`src/rtl/pcns_pkg.sv`:
```
`timescale 1ns / 1ps

package pcns_pkg;

  // Fixed widths of the data path.
  localparam int LANES     = 5;   // z-window lanes in one row
  localparam int CW        = 7;   // a grid size or a wrapped coordinate
  localparam int OFF_W     = 3;   // a window offset, 0 to 2*reach
  localparam int XY_W      = 14;  // x*ny + y
  localparam int IDX_W     = 18;  // linear cell index
  localparam int CFG_IDX_W = 2;
  localparam int CFG_W     = 7;

  typedef enum logic [CFG_IDX_W-1:0] {
    CFG_CELLS_X,
    CFG_CELLS_Y,
    CFG_CELLS_Z,
    CFG_REACH
  } cfg_reg_e;

  typedef logic [CW-1:0] coord_t;

  typedef struct packed {
    logic [5:0] cell_x;
    logic [5:0] cell_y;
    logic [5:0] cell_z;
  } in_word_t;

  typedef struct packed {
    logic [IDX_W-1:0] neighbor_lane0;
    logic [IDX_W-1:0] neighbor_lane1;
    logic [IDX_W-1:0] neighbor_lane2;
    logic [IDX_W-1:0] neighbor_lane3;
    logic [IDX_W-1:0] neighbor_lane4;
    logic [LANES-1:0] lane_valid;
    logic             row_last;
  } out_word_t;

  // Effective grid settings, already clamped to their legal ranges.
  typedef struct packed {
    coord_t     nx;
    coord_t     ny;
    coord_t     nz;
    logic [1:0] reach;
  } grid_t;

  // One classified central cell, as the row generator needs it.
  typedef struct packed {
    coord_t [LANES-1:0] xs;
    coord_t [LANES-1:0] ys;
    coord_t [LANES-1:0] zs;
    logic   [LANES-1:0] x_self;
    logic   [LANES-1:0] y_self;
    logic   [LANES-1:0] z_self;
    logic   [LANES-1:0] lane_en;
    logic   [OFF_W-1:0] last_off;
  } row_job_t;

endpackage

```
`src/rtl/pcns_stream_if.sv`:
```
`timescale 1ns / 1ps

interface pcns_stream_if #(
  parameter type T = logic
) ();
  logic valid;
  logic ready;
  T     data;

  modport source (output valid, output data, input ready);
  modport sink   (input valid, input data, output ready);
endinterface

```
`src/rtl/pcns_front.sv`:
```
`timescale 1ns / 1ps

module pcns_front (
  input  logic               clk_i,
  input  logic               rst_ni,
  input  pcns_pkg::grid_t    grid_i,
  input  logic               in_valid_i,
  input  pcns_pkg::in_word_t in_data_i,
  output logic               in_ready_o,
  output logic               job_valid_o,
  output pcns_pkg::row_job_t job_o,
  input  logic               job_ready_i
);
  import pcns_pkg::*;

  logic   hold_valid_q;
  coord_t cx_q, cy_q, cz_q;
  coord_t cx_d, cy_d, cz_d;
  logic   accept;

  // True modulo of c + off - r for a coordinate already below n.
  function automatic coord_t wrap_coord(coord_t c, logic [OFF_W-1:0] off, logic [1:0] r,
                                        coord_t n);
    logic signed [CW+2:0] v;
    logic signed [CW+2:0] ns;
    ns = signed'({3'b000, n});
    v  = signed'({3'b000, c}) + signed'({7'b0, off}) - signed'({8'b0, r});
    if (v < 0) v = v + ns;
    if (v < 0) v = v + ns;
    if (v >= ns) v = v - ns;
    if (v >= ns) v = v - ns;
    return v[CW-1:0];
  endfunction

  function automatic coord_t clamp_coord(logic [5:0] c, coord_t n);
    return ({1'b0, c} >= n) ? n - 7'd1 : {1'b0, c};
  endfunction

  assign accept     = in_valid_i && in_ready_o;
  assign in_ready_o = !hold_valid_q || job_ready_i;
  assign job_valid_o = hold_valid_q;

  assign cx_d = clamp_coord(in_data_i.cell_x, grid_i.nx);
  assign cy_d = clamp_coord(in_data_i.cell_y, grid_i.ny);
  assign cz_d = clamp_coord(in_data_i.cell_z, grid_i.nz);

  always_ff @(posedge clk_i or negedge rst_ni) begin
    if (!rst_ni) begin
      hold_valid_q <= 1'b0;
    end else if (accept) begin
      hold_valid_q <= 1'b1;
    end else if (job_ready_i) begin
      hold_valid_q <= 1'b0;
    end
  end

  always_ff @(posedge clk_i) begin
    if (accept) begin
      cx_q <= cx_d;
      cy_q <= cy_d;
      cz_q <= cz_d;
    end
  end

  always_comb begin
    job_o.last_off = {grid_i.reach, 1'b0};
    for (int l = 0; l < LANES; l++) begin
      job_o.xs[l]      = wrap_coord(cx_q, OFF_W'(l), grid_i.reach, grid_i.nx);
      job_o.ys[l]      = wrap_coord(cy_q, OFF_W'(l), grid_i.reach, grid_i.ny);
      job_o.zs[l]      = wrap_coord(cz_q, OFF_W'(l), grid_i.reach, grid_i.nz);
      job_o.x_self[l]  = (job_o.xs[l] == cx_q);
      job_o.y_self[l]  = (job_o.ys[l] == cy_q);
      job_o.z_self[l]  = (job_o.zs[l] == cz_q);
      job_o.lane_en[l] = (OFF_W'(l) <= {grid_i.reach, 1'b0});
    end
  end

endmodule

```
`src/rtl/pcns_queue.sv`:
```
`timescale 1ns / 1ps

module pcns_queue #(
  parameter type T = logic
) (
  input  logic clk_i,
  input  logic rst_ni,
  input  logic in_valid_i,
  input  T     in_data_i,
  output logic in_ready_o,
  output logic out_valid_o,
  output T     out_data_o,
  input  logic out_ready_i
);
  logic       wr_ptr_q, rd_ptr_q;
  logic [1:0] count_q;
  T           slot_q [2];
  logic       push, pop;

  assign in_ready_o  = (count_q != 2'd2);
  assign out_valid_o = (count_q != 2'd0);
  assign out_data_o  = slot_q[rd_ptr_q];
  assign push        = in_valid_i && in_ready_o;
  assign pop         = out_valid_o && out_ready_i;

  always_ff @(posedge clk_i or negedge rst_ni) begin
    if (!rst_ni) begin
      wr_ptr_q <= 1'b0;
      rd_ptr_q <= 1'b0;
      count_q  <= 2'd0;
    end else begin
      if (push) wr_ptr_q <= ~wr_ptr_q;
      if (pop) rd_ptr_q <= ~rd_ptr_q;
      if (push && !pop) begin
        count_q <= count_q + 2'd1;
      end else if (pop && !push) begin
        count_q <= count_q - 2'd1;
      end
    end
  end

  always_ff @(posedge clk_i) begin
    if (push) slot_q[wr_ptr_q] <= in_data_i;
  end

endmodule

```
`src/rtl/pcns_back.sv`:
```
`timescale 1ns / 1ps

module pcns_back (
  input  logic                clk_i,
  input  logic                rst_ni,
  input  pcns_pkg::grid_t     grid_i,
  input  logic                job_valid_i,
  input  pcns_pkg::row_job_t  job_i,
  output logic                job_ready_o,
  output logic                out_valid_o,
  output pcns_pkg::out_word_t out_data_o,
  input  logic                out_ready_i
);
  import pcns_pkg::*;

  localparam int PROD_W = XY_W + CW;

  logic             en, issue, row_last_c, self_xy;
  logic [OFF_W-1:0] ox_q, oy_q;

  // Stage 1: x*ny + y of the row.
  logic               s1_valid_q, s1_last_q;
  logic [XY_W-1:0]    s1_xy_q;
  coord_t [LANES-1:0] s1_zs_q;
  logic [LANES-1:0]   s1_mask_q;

  // Stage 2: row base (x*ny + y)*nz.
  logic               s2_valid_q, s2_last_q;
  logic [IDX_W-1:0]   s2_base_q;
  coord_t [LANES-1:0] s2_zs_q;
  logic [LANES-1:0]   s2_mask_q;
  logic [PROD_W-1:0]  prod;

  logic             out_valid_q;
  out_word_t        out_q;
  logic [IDX_W-1:0] lane_d [LANES];

  assign en          = !out_valid_q || out_ready_i;
  assign issue       = job_valid_i && en;
  assign row_last_c  = (ox_q == job_i.last_off) && (oy_q == job_i.last_off);
  assign job_ready_o = en && row_last_c;
  assign self_xy     = job_i.x_self[ox_q] && job_i.y_self[oy_q];

  always_ff @(posedge clk_i or negedge rst_ni) begin
    if (!rst_ni) begin
      ox_q <= '0;
      oy_q <= '0;
    end else if (issue) begin
      if (oy_q == job_i.last_off) begin
        oy_q <= '0;
        ox_q <= (ox_q == job_i.last_off) ? '0 : ox_q + 3'd1;
      end else begin
        oy_q <= oy_q + 3'd1;
      end
    end
  end

  always_ff @(posedge clk_i or negedge rst_ni) begin
    if (!rst_ni) begin
      s1_valid_q  <= 1'b0;
      s2_valid_q  <= 1'b0;
      out_valid_q <= 1'b0;
    end else if (en) begin
      s1_valid_q  <= job_valid_i;
      s2_valid_q  <= s1_valid_q;
      out_valid_q <= s2_valid_q;
    end
  end

  assign prod = PROD_W'(s1_xy_q) * PROD_W'(grid_i.nz);

  always_comb begin
    for (int l = 0; l < LANES; l++) begin
      lane_d[l] = s2_mask_q[l] ? s2_base_q + IDX_W'(s2_zs_q[l]) : '0;
    end
  end

  always_ff @(posedge clk_i) begin
    if (en) begin
      s1_xy_q   <= XY_W'(job_i.xs[ox_q]) * XY_W'(grid_i.ny) + XY_W'(job_i.ys[oy_q]);
      s1_zs_q   <= job_i.zs;
      s1_mask_q <= job_i.lane_en & ~(self_xy ? job_i.z_self : '0);
      s1_last_q <= row_last_c;

      s2_base_q <= prod[IDX_W-1:0];
      s2_zs_q   <= s1_zs_q;
      s2_mask_q <= s1_mask_q;
      s2_last_q <= s1_last_q;

      out_q.neighbor_lane0 <= lane_d[0];
      out_q.neighbor_lane1 <= lane_d[1];
      out_q.neighbor_lane2 <= lane_d[2];
      out_q.neighbor_lane3 <= lane_d[3];
      out_q.neighbor_lane4 <= lane_d[4];
      out_q.lane_valid     <= s2_mask_q;
      out_q.row_last       <= s2_last_q;
    end
  end

  assign out_valid_o = out_valid_q;
  assign out_data_o  = out_q;

endmodule

```
`src/rtl/periodic_cell_neighbor_stencil_unit.sv`:
```
`timescale 1ns / 1ps

// Periodic cell neighbour stencil.
// The in_i channel takes one word per central cell (cell_x, cell_y, cell_z).
// For every such word the out_o channel delivers one word per
// (dx, dy) row of the neighbourhood, dx outer and dy inner: 9 words when the
// reach is 1, 25 when it is 2. Each output word holds the linear indices of
// the z-window in five lanes, a lane mask that drops the centre and unused
// lanes, and row_last on the final row of the cell.
// The first row passes the front register, the queue and the back-end stages
// before it reaches the output register; rows then follow at one per cycle
// while the receiver takes them; the output port sets the rate. A two-entry
// queue between the classifying front end and the row generator lets the
// next cell be taken while the current one is still being expanded.
// When the receiver stalls, the row pipeline holds and the queue fills; the
// input then stalls too and nothing is lost. Reset empties all stages and
// loads the grid registers with 8 x 8 x 8 cells and a reach of 2.
// Configuration writes through cfg_we_i/cfg_idx_i/cfg_data_i must only be made
// while the block is idle; the block itself does not enforce this.
module periodic_cell_neighbor_stencil_unit #(
  parameter int MAX_CELLS_PER_AXIS = 64,
  parameter int MAX_REACH          = 2
) (
  input  logic                            clk_i,
  input  logic                            rst_ni,
  input  logic                            cfg_we_i,
  input  logic [pcns_pkg::CFG_IDX_W-1:0]  cfg_idx_i,
  input  logic [pcns_pkg::CFG_W-1:0]      cfg_data_i,
  pcns_stream_if.sink                     in_i,
  pcns_stream_if.source                   out_o
);
  import pcns_pkg::*;

  // Largest usable reach: five lanes allow at most two.
  localparam int RMAX = (MAX_REACH < 2) ? MAX_REACH : 2;

  coord_t     cells_x_q, cells_y_q, cells_z_q;
  logic [1:0] reach_q;
  grid_t      grid;

  logic     job_valid, job_ready;
  row_job_t job;
  logic     q_valid, q_ready;
  row_job_t q_job;

  // Register file: a write lands on the edge at which the enable is high.
  always_ff @(posedge clk_i or negedge rst_ni) begin
    if (!rst_ni) begin
      cells_x_q <= 7'd8;
      cells_y_q <= 7'd8;
      cells_z_q <= 7'd8;
      reach_q   <= 2'd2;
    end else if (cfg_we_i) begin
      unique case (cfg_reg_e'(cfg_idx_i))
        CFG_CELLS_X: cells_x_q <= cfg_data_i;
        CFG_CELLS_Y: cells_y_q <= cfg_data_i;
        CFG_CELLS_Z: cells_z_q <= cfg_data_i;
        CFG_REACH:   reach_q   <= cfg_data_i[1:0];
      endcase
    end
  end

  // A size of zero counts as one cell; a size above the maximum is limited.
  function automatic coord_t clamp_size(coord_t n);
    if (n == '0) return 7'd1;
    if ({2'b00, n} > 9'(MAX_CELLS_PER_AXIS)) return CW'(MAX_CELLS_PER_AXIS);
    return n;
  endfunction

  always_comb begin
    grid.nx = clamp_size(cells_x_q);
    grid.ny = clamp_size(cells_y_q);
    grid.nz = clamp_size(cells_z_q);
    if (reach_q == 2'd0) begin
      grid.reach = 2'd1;
    end else if ({1'b0, reach_q} > 3'(RMAX)) begin
      grid.reach = 2'(RMAX);
    end else begin
      grid.reach = reach_q;
    end
  end

  // Front end: clamps the coordinates and works out the wrapped coordinates per axis.
  pcns_front u_front (
    .clk_i       (clk_i),
    .rst_ni      (rst_ni),
    .grid_i      (grid),
    .in_valid_i  (in_i.valid),
    .in_data_i   (in_i.data),
    .in_ready_o  (in_i.ready),
    .job_valid_o (job_valid),
    .job_o       (job),
    .job_ready_i (job_ready)
  );

  // Decoupling queue between classification and row generation.
  pcns_queue #(
    .T (row_job_t)
  ) u_queue (
    .clk_i       (clk_i),
    .rst_ni      (rst_ni),
    .in_valid_i  (job_valid),
    .in_data_i   (job),
    .in_ready_o  (job_ready),
    .out_valid_o (q_valid),
    .out_data_o  (q_job),
    .out_ready_i (q_ready)
  );

  // Back end: steps through the rows and forms the linear indices.
  pcns_back u_back (
    .clk_i       (clk_i),
    .rst_ni      (rst_ni),
    .grid_i      (grid),
    .job_valid_i (q_valid),
    .job_i       (q_job),
    .job_ready_o (q_ready),
    .out_valid_o (out_o.valid),
    .out_data_o  (out_o.data),
    .out_ready_i (out_o.ready)
  );

  // A lane that is masked off carries a zero index.
  a_masked_lanes_zero: assert property (@(posedge clk_i) disable iff (!rst_ni)
    out_o.valid |->
      (out_o.data.lane_valid[0] || out_o.data.neighbor_lane0 == '0) &&
      (out_o.data.lane_valid[1] || out_o.data.neighbor_lane1 == '0) &&
      (out_o.data.lane_valid[2] || out_o.data.neighbor_lane2 == '0) &&
      (out_o.data.lane_valid[3] || out_o.data.neighbor_lane3 == '0) &&
      (out_o.data.lane_valid[4] || out_o.data.neighbor_lane4 == '0))
    else $error("masked lane carries a non-zero index");

  // With a reach of one only the first three lanes can be in use.
  a_reach_one_lanes: assert property (@(posedge clk_i) disable iff (!rst_ni)
    (out_o.valid && grid.reach == 2'd1) |-> (out_o.data.lane_valid[4:3] == 2'b00))
    else $error("outer lanes valid with a reach of one");

  // The outer lanes of a row never share the centre's z, so they stay valid
  // unless the grid is too short in z to hold the whole window.
  a_outer_lane_valid: assert property (@(posedge clk_i) disable iff (!rst_ni)
    (out_o.valid && grid.reach == 2'd2 && grid.nz > 7'd4) |->
      (out_o.data.lane_valid[0] && out_o.data.lane_valid[4]))
    else $error("outer lane dropped on a long z axis");

endmodule

```
`src/flat_wrapper.sv`:
```
// flat-port wrapper written by rule: the top's interface ports become plain ports
module periodic_cell_neighbor_stencil_unit_flat import pcns_pkg::*;
#(
  parameter int MAX_CELLS_PER_AXIS = 64,
  parameter int MAX_REACH          = 2
)
  (clk_i, rst_ni, cfg_we_i, cfg_idx_i, cfg_data_i, in_i_valid, in_i_data, in_i_ready, out_o_valid, out_o_data, out_o_ready);
  pcns_stream_if #(.T(in_word_t)) in_i_i ();
  pcns_stream_if #(.T(out_word_t)) out_o_i ();
  input  logic clk_i;
  input  logic rst_ni;
  input  logic cfg_we_i;
  input  logic [pcns_pkg::CFG_IDX_W-1:0] cfg_idx_i;
  input  logic [pcns_pkg::CFG_W-1:0] cfg_data_i;
  input wire logic [$bits(in_i_i.valid)-1:0] in_i_valid;
  input wire logic [$bits(in_i_i.data)-1:0] in_i_data;
  output wire logic [$bits(in_i_i.ready)-1:0] in_i_ready;
  output wire logic [$bits(out_o_i.valid)-1:0] out_o_valid;
  output wire logic [$bits(out_o_i.data)-1:0] out_o_data;
  input wire logic [$bits(out_o_i.ready)-1:0] out_o_ready;
  assign in_i_i.valid = in_i_valid;
  assign in_i_i.data = in_i_data;
  assign in_i_ready = in_i_i.ready;
  assign out_o_valid = out_o_i.valid;
  assign out_o_data = out_o_i.data;
  assign out_o_i.ready = out_o_ready;
  periodic_cell_neighbor_stencil_unit #(.MAX_CELLS_PER_AXIS(MAX_CELLS_PER_AXIS), .MAX_REACH(MAX_REACH)) u_core (.clk_i(clk_i), .rst_ni(rst_ni), .cfg_we_i(cfg_we_i), .cfg_idx_i(cfg_idx_i), .cfg_data_i(cfg_data_i), .in_i(in_i_i), .out_o(out_o_i));
endmodule
```
`config.mk`:
```
export PLATFORM = sky130hd
export DESIGN_NAME = periodic_cell_neighbor_stencil_unit_flat
export DESIGN_NICKNAME = d
export VERILOG_FILES = /design/src/rtl/pcns_pkg.sv /design/src/rtl/pcns_stream_if.sv /design/src/rtl/pcns_front.sv /design/src/rtl/pcns_queue.sv /design/src/rtl/pcns_back.sv /design/src/rtl/periodic_cell_neighbor_stencil_unit.sv /design/src/flat_wrapper.sv
export SDC_FILE = /design/constraint.sdc
export NUM_CORES = 2
export LEC_CHECK = 0
export ABC_AREA = 1
export BUFFER_PORTS_ARGS = -buffer_cell sky130_fd_sc_hd__buf_2
export CAP_MARGIN = 20
export CORE_MARGIN = 3
export CORE_UTILIZATION = 42
export DETAILED_ROUTE_END_ITERATION = 12
export PLACE_DENSITY = 0.66
export SLEW_MARGIN = 5
export SYNTH_ARGS = -nofsm -noshare
export SYNTH_HDL_FRONTEND = slang
export SYNTH_HIERARCHICAL = 1
export SYNTH_SLANG_ARGS = --single-unit
export TNS_END_PERCENT = 20
```
`constraint.sdc`:
```
create_clock -name clk_i -period 10 [get_ports clk_i]
set_input_delay 2 -clock clk_i [delete_from_list [all_inputs] [get_ports clk_i]]
set_output_delay 2 -clock clk_i [all_outputs]
set_load 0.1 [all_outputs]
```
---- Yosys cells after proc, flatten, opt, wreduce, memory -nomap -nowiden ----
Memories as Yosys holds them, arrays and structs flattened.
Cells that the tools add are included.
storage, ports and cells
  register bits after elaboration ......... 268
  latch bits .............................. 0
  RAM bits ................................ 254
  ROM bits ................................ 0
  input port bits ......................... 32
  output and inout port bits .............. 98
  word-level logic and storage cells ...... 375
  memories kept ........................... 1
cells by class
  add/subtract/negate cells ............... 100
  multipliers ............................. 2
  divide/modulo/power cells ............... 0
  $lt $le $gt $ge ......................... 74
  equality and inequality tests ........... 21
  shifts and indexed selects .............. 0
  muxes and demuxes ....................... 103
  bitwise logic cells ..................... 4
  reductions and logical operators ........ 28
memories
  memory                 words  width  read ports  clocked after memory_dff  wr ports  RTL line          RTL
  u_core.u_queue.slot_q  2      127    1           0                         1         pcns_queue.sv:17  T slot_q [2];
operators with widths
  cell                 number
  $mux 10              45
  $ge 10x8->1          30
  $mux 7               29
  $add 10x8->10        15
  $lt 10x1->1 const B  15
  $sub 10x8->10        15
  $add 9x8->10         12
  $lt 9x1->1 const B   12
  $sub 8x2->9          12
  $eq 7x7->1           15
  $sub 7x7->7          15
  $add 18x7->18        5
  $add 7x2->8 const B  6
  $bmux 7 s3           2
  $add 8x8->9          3
  $add 7x1->8 const B  3
  $add 7x3->8 const B  3
  $lt 8x1->1 const B   3
  $sub 7x2->8          3
  $ge 6x7->1           3
  $gt 7x7->1 const B   3
  $logic_not 7->1      3
  $sub 7x1->7 const B  3
  $mul 14x7->18        1
  other kinds (29)     76

---- Logic depth before layout (Yosys ltp) ----
  depth in word-level cells ............... 14
  mapped depth ............................ 53
  gate-level depth less buffers ........... 51

---- Cells and area by module ----
The synthesis kept the hierarchy.
modules (own cells, without submodules)
  module                               instances  cells an instance  area an instance (um^2)  seq. area each (um^2)
  pcns_front                           1          5175               30973.5                  655.6
  pcns_back                            1          1842               15798.9                  6531.3
  pcns_queue                           1          697                9490.4                   7787.5
  periodic_cell_neighbor_stencil_unit  1          143                1114.8                   555.5

---- Worst setup path after synthesis ----
Ideal clock, no wire load.
  path kind ............................... reg-to-reg
  start ................................... reg u_core.cells_z_q[0]
  end ..................................... mem u_core/u_queue/slot_q[0][10] (netlist bit), data pin
  setup time .............................. 0.254 ns
  arrival time ............................ 9.298 ns
  data required time ...................... 9.746 ns
  setup slack ............................. 0.448 ns
  stages on the path, launching flop included .. 44
  path buffers ............................ 1
  period minus slack after synthesis ...... 9.552 ns
  cells stage by stage .................... dfrtp_1 nor2_1 nand3_1 nand2_1 inv_1 nor2_1 inv_1 fa_1 o21ai_0 fa_1 inv_1 o21ai_0 inv_1 fa_1 o21ai_0 nand3_1 a31oi_1 a21oi_1 [... 8 more ...] inv_1 nand2_1 o21ai_0 a21oi_1 o21bai_1 inv_1 o41ai_1 a21oi_1 nand2_1 a21oi_1 nand2_2 nand2_4 nand2_1 nand2_1 nand2_1 nand2_1 nand3_1 nor2_1
RTL lines
  what                    RTL line                                   RTL
  start, declared         periodic_cell_neighbor_stencil_unit.sv:37  coord_t cells_x_q, cells_y_q, cells_z_q;
  start signal, assigned  periodic_cell_neighbor_stencil_unit.sv:57  CFG_CELLS_Z: cells_z_q <= cfg_data_i;
  end, declared           pcns_queue.sv:17

---- Worst setup path in the final report ----
  start ................................... reg u_core.reach_q[1]
  end ..................................... mem u_core/u_queue/slot_q[0][22] (netlist bit), data pin
between the ends
  word-level cells in the longest chain between the ends .. 12
  elaborated cells between the ends (all ways) .. 17
  classes of those cells .................. add/sub: 5; order compare: 5; mux: 6; reduce/logical: 1
ends and longest elaborated chain
  what                                          RTL line                                   RTL
  start, declared                               periodic_cell_neighbor_stencil_unit.sv:38  logic [1:0] reach_q;
  start signal, assigned                        periodic_cell_neighbor_stencil_unit.sv:58  CFG_REACH: reach_q <= cfg_data_i[1:0];
  $gt 2x2->1                                    periodic_cell_neighbor_stencil_unit.sv:76  end else if ({1'b0, reach_q} > 3'(RMAX)) begin
  $mux 2                                        periodic_cell_neighbor_stencil_unit.sv:76
  $mux 2 *                                      periodic_cell_neighbor_stencil_unit.sv:74  if (reach_q == 2'd0) begin
  $sub 7x2->8 *                                 pcns_front.sv:27                           v = signed'({3'b000, c}) + signed'({7'b0, off}) - signed'({8'b0, r});
  $add 8x8->9 or $lt 8x1->1 (tied branches)     pcns_front.sv:28                           if (v < 0) v = v + ns;
  $mux 10 *                                     pcns_front.sv:28
  $add 10x8->10 or $lt 10x1->1 (tied branches)  pcns_front.sv:29                           if (v < 0) v = v + ns;
  $mux 10 *                                     pcns_front.sv:29
  $sub 10x8->10 or $ge 10x8->1 (tied branches)  pcns_front.sv:30                           if (v >= ns) v = v - ns;
  $mux 10 *                                     pcns_front.sv:30
  $ge 10x8->1 or $sub 7x7->7 (tied branches)    pcns_front.sv:31                           if (v >= ns) v = v - ns;
  $mux 7 *                                      pcns_front.sv:31
Mark *: on every way between the ends. The rest lies on a longest branch, timed or not.

==> impl_metrics.ini <==
[status]
outcome = complete, no violations

[layout]
synthToLayoutAreaGrowth_pct = 8.58
final_common_cell = nand2_1
mostFrequentLayoutCells = nand2_1, inv_1, nand3_1
finalInstanceArea_um2 = 62300
nNetsFinal = 8821
fin_util_pct = 46.3
antenna_cells = 0
drive_gt1_share_pct = 6.49

[critical_path]
cp.required_ns = 10.48
worstSetupStartpointType = register
r2r-end = u_core/u_queue/slot_q[0][22]$_DFFE_PP_
cp-end-kind = register
r2r_cells = 46
reg2reg_from = u_core/reach_q[1]$_DFFE_PN1P_
path_max_fanout = 11
crit_path_frequent_cell = nand2_1
cp_slowest_stage_delay_ns = 0.54
critPathKind = reg -> reg
cp.arrival_ns = 9.76
slowest_stage = dfstp_2
rrSetupSlack_ns = 0.72

[global_route]
grtUsageTotal_pct = 23.4
grt_pass1_vias = 49200
grt_max_degree = 97
grt_antenna_before_repair = 0
grt_pass1_wl_um = 267000
overflow = 0

[floorplan]
core_region_area_um2 = 135000
die_height_um = 376
die_w_um = 376
initial_core_util_pct = 42.6
io_pins = 130
dieArea_um2 = 141000
rows = 134

[sta]
timing.fmax_mhz = 108
setup_viol = 0
hold_violations = 0
tns_ns = 0
worst_pin_slew_ns = 1.13
finClkSkew_ns = 0.0536
maxSlewViolCount = 0
fin_crit_sh_pct = 92.8
max-slew-margin-rel_pct = 23.7
rsz0062_at_grt = false
period_needed_ns = 9.28

[clock_tree]
cts_hold_buffers = 0
htreeDepth = 2
clockBufferDepth = 3
cts_setup_buffers = 0
numCtsBuffers = 58
cts_root_buf = clkbuf_16
cts_resized = 0
clk_pin_slew_ns = 0.06
clk_latency_ns = 0.67
cts_sinks = 523
cts_tree = built

[logic_synthesis]
synth_cells = 7857
syn_area_um2 = 57400
synth_edf_count = 487
synth.distinct_cells = 75
synth_flop_cell = edfxtp_1
ys_seq_elements = 523
seq_area_frac_synth_pct = 27.1
async_reset_ff_share_pct = 6.88
syn_nets = 8687
ys_warn_count = 6
syn_area_per_cell_um2 = 7.30

[worst_hold_path]
hold_path_depth = 0
hold_path.class = reg -> reg
holdPathEnd = u_core/u_back/s2_zs_q[34]$_DFFE_PN_
hold_start = u_core/u_back/s1_zs_q[34]$_DFFE_PN_

[placed_design]
place_area_um2 = 60300
gp_congestion = 0.963
place_hpwl_um = 130000
io_buffers = 129

[detailed_routing]
drt_iter0_markers = 4033
vias_per_cell = 5.36
via_count = 52500
routed_wl_um = 169000
ant_nets = 0
drt-wirelength-per-cell_um = 17.3
dr.pass1.iters = 6
drc_errors = 0

[flow_run]
drv_cap = 0
-- through the flow --
step	instances	setup slack [ns]	hold slack, ns
floorplan	7857	0.448	0.400
global placement	9699	0.869	0.404
detailed placement	9699	0.744	0.405
CTS	9809	0.677	0.410
global route	9809	0.000414	0.420
finish	9809	0.721	0.406
-- critical path, delay by kind of cell, from the launching register on --
kind / cells / cell delay [ns]
buffers and inverters: 4 / 0.50
flip-flops: 1 / 0.54
XOR/XNOR: 2 / 0.35
adder cells (fa/ha/maj): 8 / 2.59
AND/OR/NAND/NOR: 23 / 3.25
AO/OA/AOI/OAI: 9 / 1.87
-- state kept, by name (all words and copies together), names as in the netlist, 2 cells and up --
register,cells
u_core/u_back/out_data_o,96
u_core/u_back/oy_q,3
u_core/u_queue/count_q,2
u_core/u_back/s2_zs_q,35
u_core/u_back/s1_mask_q,5
u_core/u_back/s1_zs_q,35
u_core/u_queue/slot_q,256
u_core/u_front/cx_q,7
u_core/cells_x_q,7
u_core/cells_z_q,7
u_core/u_front/cy_q,7
u_core/cells_y_q,7
u_core/u_front/cz_q,7
u_core/u_back/s1_xy_q,14
u_core/u_back/ox_q,3
u_core/u_back/s2_mask_q,5
u_core/u_back/s2_base_q,18
-- metal layers --
metal | up-vias | GRT usage, % | part of all wire [%]
li1 | 26300 | - | -
met2 | 1801 | 38.3 | 45
met1 | 24200 | 32.4 | 45
met4 | 0 | 7.53 | 3.4
met5 | - | 0 | 0
met3 | 317 | 2.53 | 7.1
-- logic make-up (layout without fill, tap and decap cells) --
family          count (synthesis)  count (layout)  share of synthesized area (%)
fa+ha+maj                     798             798                           19.5
flops                         523             523                           27.1
buf+inv                      1176            1360                           8.12
mux                            18              18                          0.316
xor+xnor                      382             382                           5.84
simple gates                 3902            3902                           28.8
compound gates               1056            1056                           10.3
other cells                     2               2                         0.0131
-- synthesized netlist by cell type, drive strengths merged (32+ instances only) --
cell type / n / area [µm²]
nand2: 2492 / 9530
xor2: 236 / 2070
ha: 636 / 7960
dfrtp: 32 / 801
buf: 90 / 572
nor3: 34 / 218
a21o: 37 / 278
o21ai: 447 / 2280
inv: 1005 / 3780
edfxtp: 487 / 14600
fa: 162 / 3240
a31oi: 32 / 200
nand4: 125 / 797
clkbuf: 62 / 236
nand3: 684 / 3470
o21bai: 33 / 248
xnor2: 146 / 1280
a21oi: 409 / 2130
nor2: 477 / 1880
nand3b: 41 / 312
-- layout make-up --
| type | instances | area [µm²] |
|---|---|---|
| Clock buffer | 70 | 1520 |
| Clock inverter | 40 | 520 |
| Fill cell | 13300 | 72300 |
| Inverter | 1024 | 3860 |
| Multi-Input combinational cell | 6158 | 37300 |
| Sequential cell | 523 | 15500 |
| Tap cell | 1768 | 2210 |
| Timing Repair Buffer | 226 | 1370 |
-- how the worst max path moves through the flow --
stage                                                from  slack [ns]  cells past startpoint                                endpoint
after floorplan           u_core/cells_z_q[0]$_DFFE_PN0P_        0.45                     43  u_core/u_queue/slot_q[0][10]$_DFFE_PP_
after global placement      u_core/reach_q[1]$_DFFE_PN1P_        0.87                     48  u_core/u_queue/slot_q[0][20]$_DFFE_PP_
after detailed placement    u_core/reach_q[1]$_DFFE_PN1P_        0.74                     47  u_core/u_queue/slot_q[1][20]$_DFFE_PP_
after CTS                   u_core/reach_q[1]$_DFFE_PN1P_        0.68                     47  u_core/u_queue/slot_q[0][20]$_DFFE_PP_
after global routing        u_core/reach_q[1]$_DFFE_PN1P_      0.0004                     48  u_core/u_queue/slot_q[1][10]$_DFFE_PP_
final                       u_core/reach_q[1]$_DFFE_PN1P_        0.72                     46  u_core/u_queue/slot_q[0][22]$_DFFE_PP_
Power is left out: the tool's default activity adds up to more than one toggle a clock period on the data nets, which glitch-free logic cannot reach.
